--- src/hdl/hhfl_pkg.sv ---
// Shared types, constants and helper functions for the HTTP header field locator.
// No dependencies; every other file of the block refers to it by scoped names.
package hhfl_pkg;

    localparam int PAT_MAX_BYTES = 8;
    localparam int PKT_MAX_BYTES = 2048;
    localparam int BYTE_W        = 8;
    localparam int CNT_W         = 12;
    localparam int PLEN_W        = 4;
    localparam int WIN_IDX_W     = 3;
    localparam int PAT_W         = PAT_MAX_BYTES * BYTE_W;
    localparam int CFG_DATA_W    = PAT_W;
    localparam int CFG_IDX_W     = 2;
    localparam int HES_W         = 3;

    localparam logic [HES_W-1:0]  HES_END      = 3'd4;
    localparam logic [BYTE_W-1:0] CH_CR        = 8'h0D;
    localparam logic [BYTE_W-1:0] CH_LF        = 8'h0A;
    localparam logic [BYTE_W-1:0] CH_UPPER_A   = 8'h41;
    localparam logic [BYTE_W-1:0] CH_UPPER_Z   = 8'h5A;
    localparam logic [BYTE_W-1:0] CASE_OFFSET  = 8'h20;
    localparam logic [BYTE_W-1:0] TERM_RESET   = 8'h0D;
    localparam logic [PLEN_W-1:0] PLEN_RESET   = 4'd1;

    typedef enum logic [1:0] {
        VERDICT_NONE    = 2'd0,
        VERDICT_MATCH   = 2'd1,
        VERDICT_PARTIAL = 2'd2
    } verdict_t;

    typedef enum logic [CFG_IDX_W-1:0] {
        CFG_PATTERN = 2'd0,
        CFG_LENGTH  = 2'd1,
        CFG_TERM    = 2'd2
    } cfg_index_t;

    typedef enum logic [3:0] {
        PH_SEARCH = 4'b0001,
        PH_VALUE  = 4'b0010,
        PH_DONE   = 4'b0100,
        PH_STOP   = 4'b1000
    } phase_t;

    typedef struct packed {
        logic              hit;
        logic [BYTE_W-1:0] start_byte;
    } win_view_t;

    function automatic logic [BYTE_W-1:0] fold(input logic [BYTE_W-1:0] c);
        if (c >= CH_UPPER_A && c <= CH_UPPER_Z)
        begin
            return c + CASE_OFFSET;
        end
        return c;
    endfunction

    function automatic logic [PLEN_W-1:0] eff_plen(input logic [PLEN_W-1:0] p);
        if (p == '0)
        begin
            return PLEN_W'(1);
        end
        if (p > PLEN_W'(PAT_MAX_BYTES))
        begin
            return PLEN_W'(PAT_MAX_BYTES);
        end
        return p;
    endfunction

endpackage

--- src/hdl/hhfl_byte_if.sv ---
// Input channel: one payload byte per beat with its end-of-packet mark.
// Depends on hhfl_pkg for widths.
interface hhfl_byte_if;
    logic                        valid;
    logic                        ready;
    logic [hhfl_pkg::BYTE_W-1:0] data_byte;
    logic                        last_byte;

    modport source (output valid, output data_byte, output last_byte, input ready);
    modport sink   (input valid, input data_byte, input last_byte, output ready);
endinterface

--- src/hdl/hhfl_result_if.sv ---
// Output channel: one verdict beat per packet.
// Depends on hhfl_pkg for widths.
interface hhfl_result_if;
    logic                       valid;
    logic                       ready;
    logic [1:0]                 verdict;
    logic [hhfl_pkg::CNT_W-1:0] value_offset;
    logic [hhfl_pkg::CNT_W-1:0] value_length;

    modport source (output valid, output verdict, output value_offset, output value_length,
                    input ready);
    modport sink   (input valid, input verdict, input value_offset, input value_length,
                    output ready);
endinterface

--- src/hdl/hhfl_window.sv ---
// Sliding window of the newest payload bytes and the exact pattern compare on it.
// Depends on hhfl_pkg for widths and the window view struct.
module hhfl_window
(
    input  logic                             clk,
    input  logic                             shift,
    input  logic [hhfl_pkg::BYTE_W-1:0]      data_byte,
    input  logic [hhfl_pkg::PLEN_W-1:0]      plen,
    input  logic [hhfl_pkg::PAT_W-1:0]       pattern,
    output hhfl_pkg::win_view_t              view
);

    logic [hhfl_pkg::BYTE_W-1:0] win_reg  [hhfl_pkg::PAT_MAX_BYTES];
    logic [hhfl_pkg::BYTE_W-1:0] win_next [hhfl_pkg::PAT_MAX_BYTES];

    always_comb
    begin
        win_next[0] = data_byte;
        for (int k = 1; k < hhfl_pkg::PAT_MAX_BYTES; k++)
        begin
            win_next[k] = win_reg[k-1];
        end
    end

    always_ff @(posedge clk)
    begin
        if (shift)
        begin
            win_reg <= win_next;
        end
    end

    always_comb
    begin
        logic [hhfl_pkg::PLEN_W-1:0]    plen_m1;
        logic [hhfl_pkg::PLEN_W-1:0]    pos;
        logic [hhfl_pkg::BYTE_W-1:0]    pat_b;
        plen_m1        = plen - hhfl_pkg::PLEN_W'(1);
        view.hit        = 1'b1;
        view.start_byte = win_next[plen_m1[hhfl_pkg::WIN_IDX_W-1:0]];
        for (int k = 0; k < hhfl_pkg::PAT_MAX_BYTES; k++)
        begin
            pos   = plen_m1 - hhfl_pkg::PLEN_W'(k);
            pat_b = pattern[k*hhfl_pkg::BYTE_W +: hhfl_pkg::BYTE_W];
            if (hhfl_pkg::PLEN_W'(k) < plen &&
                win_next[pos[hhfl_pkg::WIN_IDX_W-1:0]] != pat_b)
            begin
                view.hit = 1'b0;
            end
        end
    end

endmodule

--- src/hdl/http_header_field_locator_unit.sv ---
// Top level of the HTTP header field locator: input stage, packet state and verdict register.
// Depends on hhfl_pkg, hhfl_byte_if, hhfl_result_if and hhfl_window.
//
// Usage:
//   bytes  : payload bytes, one per beat, last_byte marks the final byte of a packet.
//   result : one beat per packet, sent for the beat that carries last_byte.
//   cfg_*  : write port for match_pattern (0), pattern_length (1), terminator_byte (2);
//            write only between packets, once the previous verdict has been taken.
// Throughput: one byte per cycle, sustained; a byte is accepted in every cycle in which
//   the input register is empty or moves on. Only a last byte can wait, and only while
//   the verdict register still holds an untaken beat.
// Verdict path: a last byte accepted into the input register moves on through the search
//   logic into the verdict register, from which the verdict is offered; that move waits
//   while the verdict register still holds an untaken beat.
// Reset: clears the packet state and sets the registers to pattern 0, length 1,
//   terminator CR; the input is ready for bytes as soon as reset is released.
// Stall: while result.ready is low the verdict holds; bytes of the next packet still flow
//   until its last byte reaches the input register.
module http_header_field_locator_unit
(
    input  logic                             clk,
    input  logic                             rst_n,
    hhfl_byte_if.sink                        bytes,
    hhfl_result_if.source                    result,
    input  logic                             cfg_we,
    input  logic [hhfl_pkg::CFG_IDX_W-1:0]   cfg_index,
    input  logic [hhfl_pkg::CFG_DATA_W-1:0]  cfg_data
);

    logic [hhfl_pkg::PAT_W-1:0]   pattern_reg;
    logic [hhfl_pkg::PLEN_W-1:0]  plen_cfg_reg;
    logic [hhfl_pkg::BYTE_W-1:0]  term_reg;

    logic                         s1_valid_reg;
    logic [hhfl_pkg::BYTE_W-1:0]  s1_byte_reg;
    logic                         s1_last_reg;

    logic [hhfl_pkg::CNT_W-1:0]   cnt_reg,    cnt_next;
    logic [hhfl_pkg::HES_W-1:0]   hes_reg,    hes_next;
    hhfl_pkg::phase_t             phase_reg,  phase_next;
    logic                         prefix_reg, prefix_next;
    logic [hhfl_pkg::CNT_W-1:0]   off_reg,    off_next;
    logic [hhfl_pkg::CNT_W-1:0]   vcnt_reg,   vcnt_next;

    logic                         out_valid_reg;
    hhfl_pkg::verdict_t           verdict_reg,  verdict_next;
    logic [hhfl_pkg::CNT_W-1:0]   out_off_reg,  out_off_next;
    logic [hhfl_pkg::CNT_W-1:0]   out_len_reg,  out_len_next;

    logic                         go;
    logic                         in_range;
    logic [hhfl_pkg::PLEN_W-1:0]  plen;
    hhfl_pkg::win_view_t          view;

    // configuration registers
    always_ff @(posedge clk or negedge rst_n)
    begin
        if (!rst_n)
        begin
            pattern_reg  <= '0;
            plen_cfg_reg <= hhfl_pkg::PLEN_RESET;
            term_reg     <= hhfl_pkg::TERM_RESET;
        end
        else if (cfg_we)
        begin
            case (hhfl_pkg::cfg_index_t'(cfg_index))
                hhfl_pkg::CFG_PATTERN: pattern_reg  <= cfg_data[hhfl_pkg::PAT_W-1:0];
                hhfl_pkg::CFG_LENGTH:  plen_cfg_reg <= cfg_data[hhfl_pkg::PLEN_W-1:0];
                hhfl_pkg::CFG_TERM:    term_reg     <= cfg_data[hhfl_pkg::BYTE_W-1:0];
                default: ;
            endcase
        end
    end

    // hold a last byte while the verdict register is still occupied
    assign go          = s1_valid_reg && (!s1_last_reg || !out_valid_reg || result.ready);
    assign bytes.ready = !s1_valid_reg || go;
    assign plen        = hhfl_pkg::eff_plen(plen_cfg_reg);
    assign in_range    = cnt_reg < hhfl_pkg::CNT_W'(hhfl_pkg::PKT_MAX_BYTES);

    always_ff @(posedge clk or negedge rst_n)
    begin
        if (!rst_n)
        begin
            s1_valid_reg <= 1'b0;
        end
        else if (bytes.ready)
        begin
            s1_valid_reg <= bytes.valid;
        end
    end

    always_ff @(posedge clk)
    begin
        if (bytes.ready && bytes.valid)
        begin
            s1_byte_reg <= bytes.data_byte;
            s1_last_reg <= bytes.last_byte;
        end
    end

    hhfl_window u_window
    (
        .clk       (clk),
        .shift     (go && in_range),
        .data_byte (s1_byte_reg),
        .plen      (plen),
        .pattern   (pattern_reg),
        .view      (view)
    );

    always_comb
    begin
        logic [hhfl_pkg::CNT_W-1:0]  n_inc;
        logic                        below_plen;
        logic [hhfl_pkg::BYTE_W-1:0] pat_n;
        logic                        odd;
        n_inc       = cnt_reg + hhfl_pkg::CNT_W'(1);
        below_plen  = cnt_reg < hhfl_pkg::CNT_W'(plen);
        pat_n       = pattern_reg[{cnt_reg[hhfl_pkg::WIN_IDX_W-1:0], 3'b000} +: hhfl_pkg::BYTE_W];
        odd         = hes_reg[0];

        prefix_next = prefix_reg;
        cnt_next    = cnt_reg;
        hes_next    = hes_reg;
        phase_next  = phase_reg;
        off_next    = off_reg;
        vcnt_next   = vcnt_reg;

        if (below_plen && hhfl_pkg::fold(s1_byte_reg) != hhfl_pkg::fold(pat_n))
        begin
            prefix_next = 1'b0;
        end

        if (in_range)
        begin
            case (phase_reg)
                hhfl_pkg::PH_SEARCH:
                begin
                    if (n_inc >= hhfl_pkg::CNT_W'(plen))
                    begin
                        if (view.start_byte == hhfl_pkg::CH_CR)
                        begin
                            hes_next = odd ? '0 : hes_reg + hhfl_pkg::HES_W'(1);
                        end
                        else if (view.start_byte == hhfl_pkg::CH_LF)
                        begin
                            hes_next = odd ? hes_reg + hhfl_pkg::HES_W'(1) : '0;
                        end
                        else
                        begin
                            hes_next = '0;
                        end
                        if (hes_next >= hhfl_pkg::HES_END)
                        begin
                            phase_next = hhfl_pkg::PH_STOP;
                        end
                        else if (view.hit)
                        begin
                            off_next   = n_inc;
                            vcnt_next  = '0;
                            phase_next = hhfl_pkg::PH_VALUE;
                        end
                    end
                end
                hhfl_pkg::PH_VALUE:
                begin
                    if (s1_byte_reg == term_reg)
                    begin
                        phase_next = hhfl_pkg::PH_DONE;
                    end
                    else
                    begin
                        vcnt_next = vcnt_reg + hhfl_pkg::CNT_W'(1);
                    end
                end
                default: ;
            endcase
            cnt_next = n_inc;
        end

        verdict_next = hhfl_pkg::VERDICT_NONE;
        out_off_next = '0;
        out_len_next = '0;
        if (below_plen)
        begin
            verdict_next = prefix_next ? hhfl_pkg::VERDICT_PARTIAL : hhfl_pkg::VERDICT_NONE;
        end
        else if (phase_next == hhfl_pkg::PH_VALUE)
        begin
            verdict_next = hhfl_pkg::VERDICT_PARTIAL;
        end
        else if (phase_next == hhfl_pkg::PH_DONE)
        begin
            verdict_next = hhfl_pkg::VERDICT_MATCH;
            out_off_next = off_next;
            out_len_next = vcnt_next;
        end
    end

    // advance packet state; drop it back to the start after each last byte
    always_ff @(posedge clk or negedge rst_n)
    begin
        if (!rst_n)
        begin
            cnt_reg    <= '0;
            hes_reg    <= '0;
            phase_reg  <= hhfl_pkg::PH_SEARCH;
            prefix_reg <= 1'b1;
            off_reg    <= '0;
            vcnt_reg   <= '0;
        end
        else if (go)
        begin
            if (s1_last_reg)
            begin
                cnt_reg    <= '0;
                hes_reg    <= '0;
                phase_reg  <= hhfl_pkg::PH_SEARCH;
                prefix_reg <= 1'b1;
                off_reg    <= '0;
                vcnt_reg   <= '0;
            end
            else
            begin
                cnt_reg    <= cnt_next;
                hes_reg    <= hes_next;
                phase_reg  <= phase_next;
                prefix_reg <= prefix_next;
                off_reg    <= off_next;
                vcnt_reg   <= vcnt_next;
            end
        end
    end

    always_ff @(posedge clk or negedge rst_n)
    begin
        if (!rst_n)
        begin
            out_valid_reg <= 1'b0;
        end
        else if (go && s1_last_reg)
        begin
            out_valid_reg <= 1'b1;
        end
        else if (result.ready)
        begin
            out_valid_reg <= 1'b0;
        end
    end

    always_ff @(posedge clk)
    begin
        if (go && s1_last_reg)
        begin
            verdict_reg <= verdict_next;
            out_off_reg <= out_off_next;
            out_len_reg <= out_len_next;
        end
    end

    assign result.valid        = out_valid_reg;
    assign result.verdict      = verdict_reg;
    assign result.value_offset = out_off_reg;
    assign result.value_length = out_len_reg;

`ifndef SYNTHESIS
    a_cnt_bound: assert property (@(posedge clk) disable iff (!rst_n)
        cnt_reg <= hhfl_pkg::CNT_W'(hhfl_pkg::PKT_MAX_BYTES))
        else $error("byte count beyond packet limit");

    a_search_hes: assert property (@(posedge clk) disable iff (!rst_n)
        phase_reg == hhfl_pkg::PH_SEARCH |-> hes_reg < hhfl_pkg::HES_END)
        else $error("header end complete while still searching");

    a_fields_zero: assert property (@(posedge clk) disable iff (!rst_n)
        out_valid_reg && verdict_reg != hhfl_pkg::VERDICT_MATCH
        |-> out_off_reg == '0 && out_len_reg == '0)
        else $error("offset or length set without a match");

    a_last_hold: assert property (@(posedge clk) disable iff (!rst_n)
        s1_valid_reg && !go |=> s1_valid_reg && s1_last_reg && $stable(s1_byte_reg))
        else $error("held last byte lost from input register");
`endif

endmodule

--- src/flat_wrapper.sv ---
// flat-port wrapper written by rule: the top's interface ports become plain ports
module http_header_field_locator_unit_flat 
  (clk, rst_n, cfg_we, cfg_index, cfg_data, bytes_valid, bytes_data_byte, bytes_last_byte, bytes_ready, result_valid, result_verdict, result_value_offset, result_value_length, result_ready);
  hhfl_byte_if bytes_i ();
  hhfl_result_if result_i ();
  input  logic clk;
  input  logic rst_n;
  input  logic cfg_we;
  input  logic [hhfl_pkg::CFG_IDX_W-1:0] cfg_index;
  input  logic [hhfl_pkg::CFG_DATA_W-1:0] cfg_data;
  input wire logic [$bits(bytes_i.valid)-1:0] bytes_valid;
  input wire logic [$bits(bytes_i.data_byte)-1:0] bytes_data_byte;
  input wire logic [$bits(bytes_i.last_byte)-1:0] bytes_last_byte;
  output wire logic [$bits(bytes_i.ready)-1:0] bytes_ready;
  output wire logic [$bits(result_i.valid)-1:0] result_valid;
  output wire logic [$bits(result_i.verdict)-1:0] result_verdict;
  output wire logic [$bits(result_i.value_offset)-1:0] result_value_offset;
  output wire logic [$bits(result_i.value_length)-1:0] result_value_length;
  input wire logic [$bits(result_i.ready)-1:0] result_ready;
  assign bytes_i.valid = bytes_valid;
  assign bytes_i.data_byte = bytes_data_byte;
  assign bytes_i.last_byte = bytes_last_byte;
  assign bytes_ready = bytes_i.ready;
  assign result_valid = result_i.valid;
  assign result_verdict = result_i.verdict;
  assign result_value_offset = result_i.value_offset;
  assign result_value_length = result_i.value_length;
  assign result_i.ready = result_ready;
  http_header_field_locator_unit u_core (.clk(clk), .rst_n(rst_n), .bytes(bytes_i), .result(result_i), .cfg_we(cfg_we), .cfg_index(cfg_index), .cfg_data(cfg_data));
endmodule
--- config.mk ---
export PLATFORM = sky130hd
export DESIGN_NAME = http_header_field_locator_unit_flat
export DESIGN_NICKNAME = d
export VERILOG_FILES = /design/src/hdl/hhfl_pkg.sv /design/src/hdl/hhfl_byte_if.sv /design/src/hdl/hhfl_result_if.sv /design/src/hdl/hhfl_window.sv /design/src/hdl/http_header_field_locator_unit.sv /design/src/flat_wrapper.sv
export SDC_FILE = /design/constraint.sdc
export NUM_CORES = 1
export LEC_CHECK = 0
export ABC_CLOCK_PERIOD_IN_PS = 13450
export BUFFER_PORTS_ARGS = -buffer_cell sky130_fd_sc_hd__buf_2
export CAP_MARGIN = 20
export CORE_ASPECT_RATIO = 2
export CORE_UTILIZATION = 50
export CTS_CLUSTER_SIZE = 8
export DETAILED_ROUTE_END_ITERATION = 10
export PLACE_DENSITY = 0.68
export SETUP_SLACK_MARGIN = 0.05
export SYNTH_ARGS = -nofsm -noshare
export SYNTH_HDL_FRONTEND = slang
export SYNTH_HIERARCHICAL = 1
export SYNTH_SLANG_ARGS = --single-unit
--- constraint.sdc ---
create_clock -name clk -period 13.45 [get_ports clk]
set_input_delay 0.6725 -clock clk [delete_from_list [all_inputs] [get_ports clk]]
set_output_delay 0.6725 -clock clk [all_outputs]
set_load 0.05 [all_outputs]
==> metrics.csv, run 1 <==
metric,value,unit
status,"complete, no violations",
Startpoint Class,register,
post-route clock period utilization,50.4,%
RSZ-0062 raised after global routing,false,
PD cells,179,nW/um^2
area share of and/or/nand/nor cells after synthesis,9.69,%
initial antenna violation count,0,
average size of a mapped cell,12.5,sq um
placer congestion estimate,1.11,
fraction of layout cells with a size suffix above 1,28.9,%
Worst-Margin Slew,1.05,ns
crit path buf inv count,4,
n_diodes,0,
xor and xnor area share after synthesis,7.59,%
Adder-Cell Fraction of Synth Area,1.42,%
std cell rows,83,
Die ar.,27200,sq um
part of the power in registers,33.1,%
crit path capture type,register,
Slew headroom,30.1,%
Main synth FF type,dfrtp_1,
TritonRoute pass-1 iters,6,
"Seq/Total Area, Yosys",43.7,%
"Worst Setup Slack, final",6.67,ns
Setup Skew,0.0130,ns
post-synthesis instance total,1063,
max reg flops,64,
"Req. time, crit path",13.83,ns
crit-path max FO,46,
Clock Power Share,26.5,%
routed vias,9483,
Crit path max-delay family,simple AND/OR/NAND/NOR gates,
insertion delay to the later sink of the worst-skew pair,0.55,ns
grt total ovfl,0,
most frequent cells in the layout,"dfrtp_1 (116), buf_2 (106), edfxtp_1 (91)",
filler cell count in the final layout,2125,
share of synthesized flip-flops with an asynchronous set or reset,57.3,%
Unique masters post-synth,67,
CP max-delay cell,a2111o_2,
Worst Path Arrival,7.16,ns
Leak,0.00576,uW
# DRC,0,
Gate power share,40.4,%
CTS Hold Bufs,0,
1st-iter DRT viols,736,
worst vdd ir,0.105,mV
switching share of power,36.3,%
post-synth net total,1158,
Final setup viols,0,
CTS tree,built,
hpwl dp,28000,um
post-CTS setup buffer count,0,
mux contribution to synthesized area,26.9,%
die span in x,117,um
Die H,232,um
crit path kind,register to register,
Total GRT Usage,29.1,%
pre-CTS WS,6.83,ns
CP most frequent cell,inv_1,
CP max stage delay,0.82,ns
ANT nets after route,0,
Layout Nets,1246,
Hold Crit Class,primary input to async pin,
synth-to-layout area growth,12.1,%
H-tree Lvls,1,
"commonest non-fill, non-tap cell in the layout",dfrtp_1,
PortBufs,107,
final hold vios,0,
Pins Over Slew Limit,0,
Num CTS Buffers,30,
vias in the first global route,9845,
"EDFF count, synth",91,
Netlist Area Pre-Place,13200,sq um
first-pass GRT wire length,57600,um
FMAX,0.147,GHz
Core Region,25900,sq um
total wire length,37300,um
Internal Power,1690,uW
Synth Warn #,6,
setup TNS,0,ns
vias per std cell,6.26,
main combinational cell family by area after synthesis,multiplexers,
Clock Pin Slew Worst Setup and Hold Paths,0.06,ns
Clock Tree Buf Depth,3,
CTS Root Cell,clkbuf_16,
WL per Instance,24.6,um
Net Sw Power,966,uW
post-CTS sizing,0,
CTS sink count,213,
largest net degree at the start of global routing,76,
Synth Area in Compound Gates,7.31,%
Final min period,6.78,ns
# IOs,108,
Seq cells post-synth,213,
Max-Cap Viols,0,
Starting Density,51.2,%
crit-path cells,"inv_1, nand2_1, inv_1, inv_1, ha_4, buf_4, mux2i_1, mux4_2, xnor2_1, nor4_1, nand4_1, nor4_2, a21boi_1, nor4_1, nand3_1, a21o_1, a2111o_2, a211oi_1",
[per-stage QoR]
step                      utilization (%)  cells  hold slack, ns  power (uW)  cell area [sq um]
after floorplan                         -   1063           0.377        1690              13200
after global placement               54.0   1458           0.473        1930              14000
after detailed placement             54.1   1459           0.477        1950              14000
after CTS                            57.4   1515           0.164        2660              14800
after global routing                 57.4   1515           0.187        2780              14800
final                                57.4   1515           0.150        2660              14800
[layout make-up]
| class | instances | area (sq um) | share of cell area (%) |
|---|---|---|---|
| inverters | 21 | 78.8 | 0.531 |
| clock inverters | 1 | 5.00 | 0.0337 |
| multi-input cells | 767 | 7040 | 47.4 |
| clock buffers | 55 | 866 | 5.83 |
| repair buffers | 118 | 641 | 4.31 |
| well taps | 340 | 425 | 2.86 |
| flip-flops and latches | 213 | 5790 | 39.0 |
[logic make-up (layout without fill, tap and decap cells)]
group / Yosys count / in the layout
AND/OR/NAND/NOR: 257 / 257
multiplexers: 238 / 238
flip-flops: 213 / 213
AO/OA/AOI/OAI: 147 / 147
XOR/XNOR: 110 / 110
buffers and inverters: 83 / 195
adder cells (fa/ha/maj): 15 / 15
[power by group through the flow]
stage               Combinational, uW  Sequential (uW)  Clock [uW]
global route                     1140              887         750
global placement                 1050              885           0
CTS                              1060              877         724
floorplan                         852              837           0
detailed placement               1060              888           0
finish                           1070              879         705
[cell usage after synthesis (12+ instances only)]
| cell | n | area (sq um) |
|---|---|---|
| inv_1 | 20 | 75.1 |
| xor2_1 | 35 | 307 |
| a21oi_1 | 41 | 205 |
| ha_1 | 15 | 188 |
| nand4_1 | 17 | 106 |
| mux4_2 | 84 | 1890 |
| o21ai_0 | 25 | 125 |
| a22o_1 | 20 | 175 |
| nor3_1 | 21 | 105 |
| edfxtp_1 | 91 | 2730 |
| nor4_1 | 14 | 87.6 |
| nor2_1 | 72 | 270 |
| a31oi_1 | 14 | 87.6 |
| nand3_1 | 12 | 60.1 |
| dfrtp_1 | 116 | 2900 |
| mux2i_1 | 73 | 731 |
| clkbuf_1 | 27 | 101 |
| buf_2 | 15 | 75.1 |
| nand2_1 | 71 | 267 |
| xnor2_1 | 72 | 631 |
| mux2_2 | 79 | 890 |
[routing by layer]
metal,track usage [%],part of all wire (%)
met5,0,0
met4,22.9,8.9
met3,4.54,4.6
met2,52.0,54
met1,29.3,32
[worst paths after layout]
| check | from | end | slack [ns] | cells past startpoint |
|---|---|---|---|---|
| max in group asynchronous | rst_n | u_core/cnt_reg[8] | 11.83 | 2 |
| worst min register to register | u_core/off_reg[9] | u_core/off_reg[9] | 0.49 | 1 |
| worst min-delay path | rst_n | u_core/result.valid | 0.15 | 1 |
| worst max-delay path | u_core/plen_cfg_reg[3] | u_core/result.value_offset[9] | 6.67 | 18 |
| min in group clk | bytes_data_byte[1] | u_core/s1_byte_reg[1] | 0.30 | 1 |
| worst max register to register | u_core/plen_cfg_reg[3] | u_core/result.value_offset[9] | 6.67 | 18 |
No activity file was read; power rests on OpenSTA's default activity.
==> run 2, diff against run 1 <==
--- a/config.mk
+++ b/config.mk
@@ -5,7 +5,7 @@
 export SDC_FILE = /design/constraint.sdc
 export NUM_CORES = 1
 export LEC_CHECK = 0
-export ABC_CLOCK_PERIOD_IN_PS = 13450
+export ABC_CLOCK_PERIOD_IN_PS = 6300
 export BUFFER_PORTS_ARGS = -buffer_cell sky130_fd_sc_hd__buf_2
 export CAP_MARGIN = 20
 export CORE_ASPECT_RATIO = 2
==> constraint.sdc (replaced) <==
create_clock -name clk -period 6.3 [get_ports clk]
set_input_delay 0.315 -clock clk [delete_from_list [all_inputs] [get_ports clk]]
set_output_delay 0.315 -clock clk [all_outputs]
set_load 0.05 [all_outputs]
==> metrics.csv, run 2 (synthesis gave the netlist of run 1 again) <==
metric,value,unit
crit-path max FO,90,
grt total ovfl,0,
first-pass GRT wire length,57400,um
n_diodes,0,
hpwl dp,27600,um
CP max stage delay,0.68,ns
PortBufs,107,
"commonest non-fill, non-tap cell in the layout",dfrtp_1,
CTS Root Cell,clkbuf_16,
worst vdd ir,0.238,mV
routed vias,9687,
# DRC,0,
Worst Path Arrival,6.16,ns
most frequent cells in the layout,"dfrtp_1 (116), buf_2 (106), edfxtp_1 (91)",
Final min period,5.79,ns
Leak,0.00591,uW
synth-to-layout area growth,14.8,%
H-tree Lvls,1,
TritonRoute pass-1 iters,7,
Final setup viols,0,
ANT nets after route,0,
fraction of layout cells with a size suffix above 1,28.3,%
Setup Skew,0.0133,ns
vias per std cell,6.25,
CP max-delay cell,a2111o_2,
Die H,232,um
Pins Over Slew Limit,0,
"Req. time, crit path",6.67,ns
max reg flops,64,
WL per Instance,24.1,um
"Worst Setup Slack, final",0.508,ns
Startpoint Class,register,
Die ar.,27200,sq um
status,"complete, no violations",
crit path kind,register to register,
insertion delay to the later sink of the worst-skew pair,0.55,ns
Clock Tree Buf Depth,3,
Worst-Margin Slew,1.04,ns
FMAX,0.173,GHz
largest net degree at the start of global routing,91,
worst hold margin,0.00826,ns
reg2reg path depth,17,
Slew headroom,30.4,%
Hold Crit Class,primary input to register,
placer congestion estimate,0.979,
Layout Nets,1282,
Total GRT Usage,28.9,%
hold path depth,2,
PD cells,374,nW/um^2
filler cell count in the final layout,2107,
Num CTS Buffers,30,
Max-Cap Viols,0,
final hold vios,0,
vias in the first global route,9835,
RSZ-0062 raised after global routing,false,
Clock Pin Slew Worst Setup and Hold Paths,0.06,ns
1st-iter DRT viols,671,
setup TNS,0,ns
crit-path cells,"inv_1, nand2_1, inv_1, inv_1, ha_4, buf_12, mux4_2, xor2_1, nor4_1, a31oi_1, nor4_2, a21boi_1, nor4_1, nand3_1, a21o_1, a2111o_2, a211oi_1",
Core Region,25900,sq um
CTS sink count,213,
CTS tree,built,
initial antenna violation count,0,
Starting Density,51.2,%
die span in x,117,um
Tot Pwr,5690,uW
crit path capture type,register,
pre-CTS WS,0.483,ns
CP most frequent cell,inv_1,
post-route clock period utilization,91.9,%
total wire length,37300,um
std cell rows,83,
# IOs,108,
-- run 2: cell types whose count changed in the layout (fill, tap and decap cells not counted), sizes merged --
cell / delta
buf: +3
dlygate4sd3: +33
-- run 2: worst paths after layout --
path / startpoint / end / slack, ns
worst max register to register: u_core/plen_cfg_reg[3] / u_core/result.value_offset[5] / 0.51
min in group asynchronous: rst_n / u_core/vcnt_reg[8] / 0.36
worst min register to register: u_core/off_reg[9] / u_core/off_reg[9] / 0.49
worst max-delay path: u_core/plen_cfg_reg[3] / u_core/result.value_offset[5] / 0.51
max in group asynchronous: rst_n / u_core/off_reg[6] / 4.49
worst min-delay path: cfg_data[8] / u_core/pattern_reg[8] / 0.008
-- run 2: through the flow --
step                      utilization, %  instances  instance area (sq um)
after detailed placement            54.1       1462                  14000
after CTS                           58.7       1550                  15200
after global placement              54.1       1462                  14000
final                               58.8       1551                  15200
after floorplan                        -       1063                  13200
after global routing                58.8       1551                  15200
-- run 2: worst max-delay path: cells and delay by family (launching register included) --
| family | cells | cell delay (ns) |
|---|---|---|
| buf+inv | 4 | 0.77 |
| mux | 1 | 0.46 |
| fa+ha+maj | 1 | 0.30 |
| flops | 1 | 0.46 |
| compound gates | 5 | 1.52 |
| simple gates | 5 | 1.85 |
| xor+xnor | 1 | 0.17 |
-- run 2: per-layer routing --
layer  vias up  track usage [%]  part of all wire, %
met5         -                0                    0
li1       4283                -                    -
met1      4891             30.0                   33
met4         0             21.8                  8.6
met2       368             51.6                   54
met3       145             3.89                  4.3
-- run 2: power by group --
| group | internal, uW | leakage [uW] | switching (uW) |
|---|---|---|---|
| Combinational | 1100 | 0.00309 | 1220 |
| Clock | 911 | 0.000414 | 589 |
| Sequential | 1620 | 0.00241 | 250 |
| Total | 3630 | 0.00591 | 2060 |
-- run 2: area by class of cell --
class                   instances  area [sq um]  share of cell area, %
well taps                     340           425                   2.80
multi-input cells             767          7050                   46.4
clock buffers                  55           866                   5.70
clock inverters                 1          5.00                 0.0329
repair buffers                154           986                   6.49
flip-flops and latches        213          5790                   38.1
inverters                      21          78.8                  0.519
-- run 2: repair_timing --
action | 4_1_cts | 5_1_grt
endpoints found under the hold margin | 80 | 1
gates resized for setup | 0 | 1
hold buffers | 32 | 1
endpoints found under the setup margin | 0 | 2
buffers inserted | 0 | 0
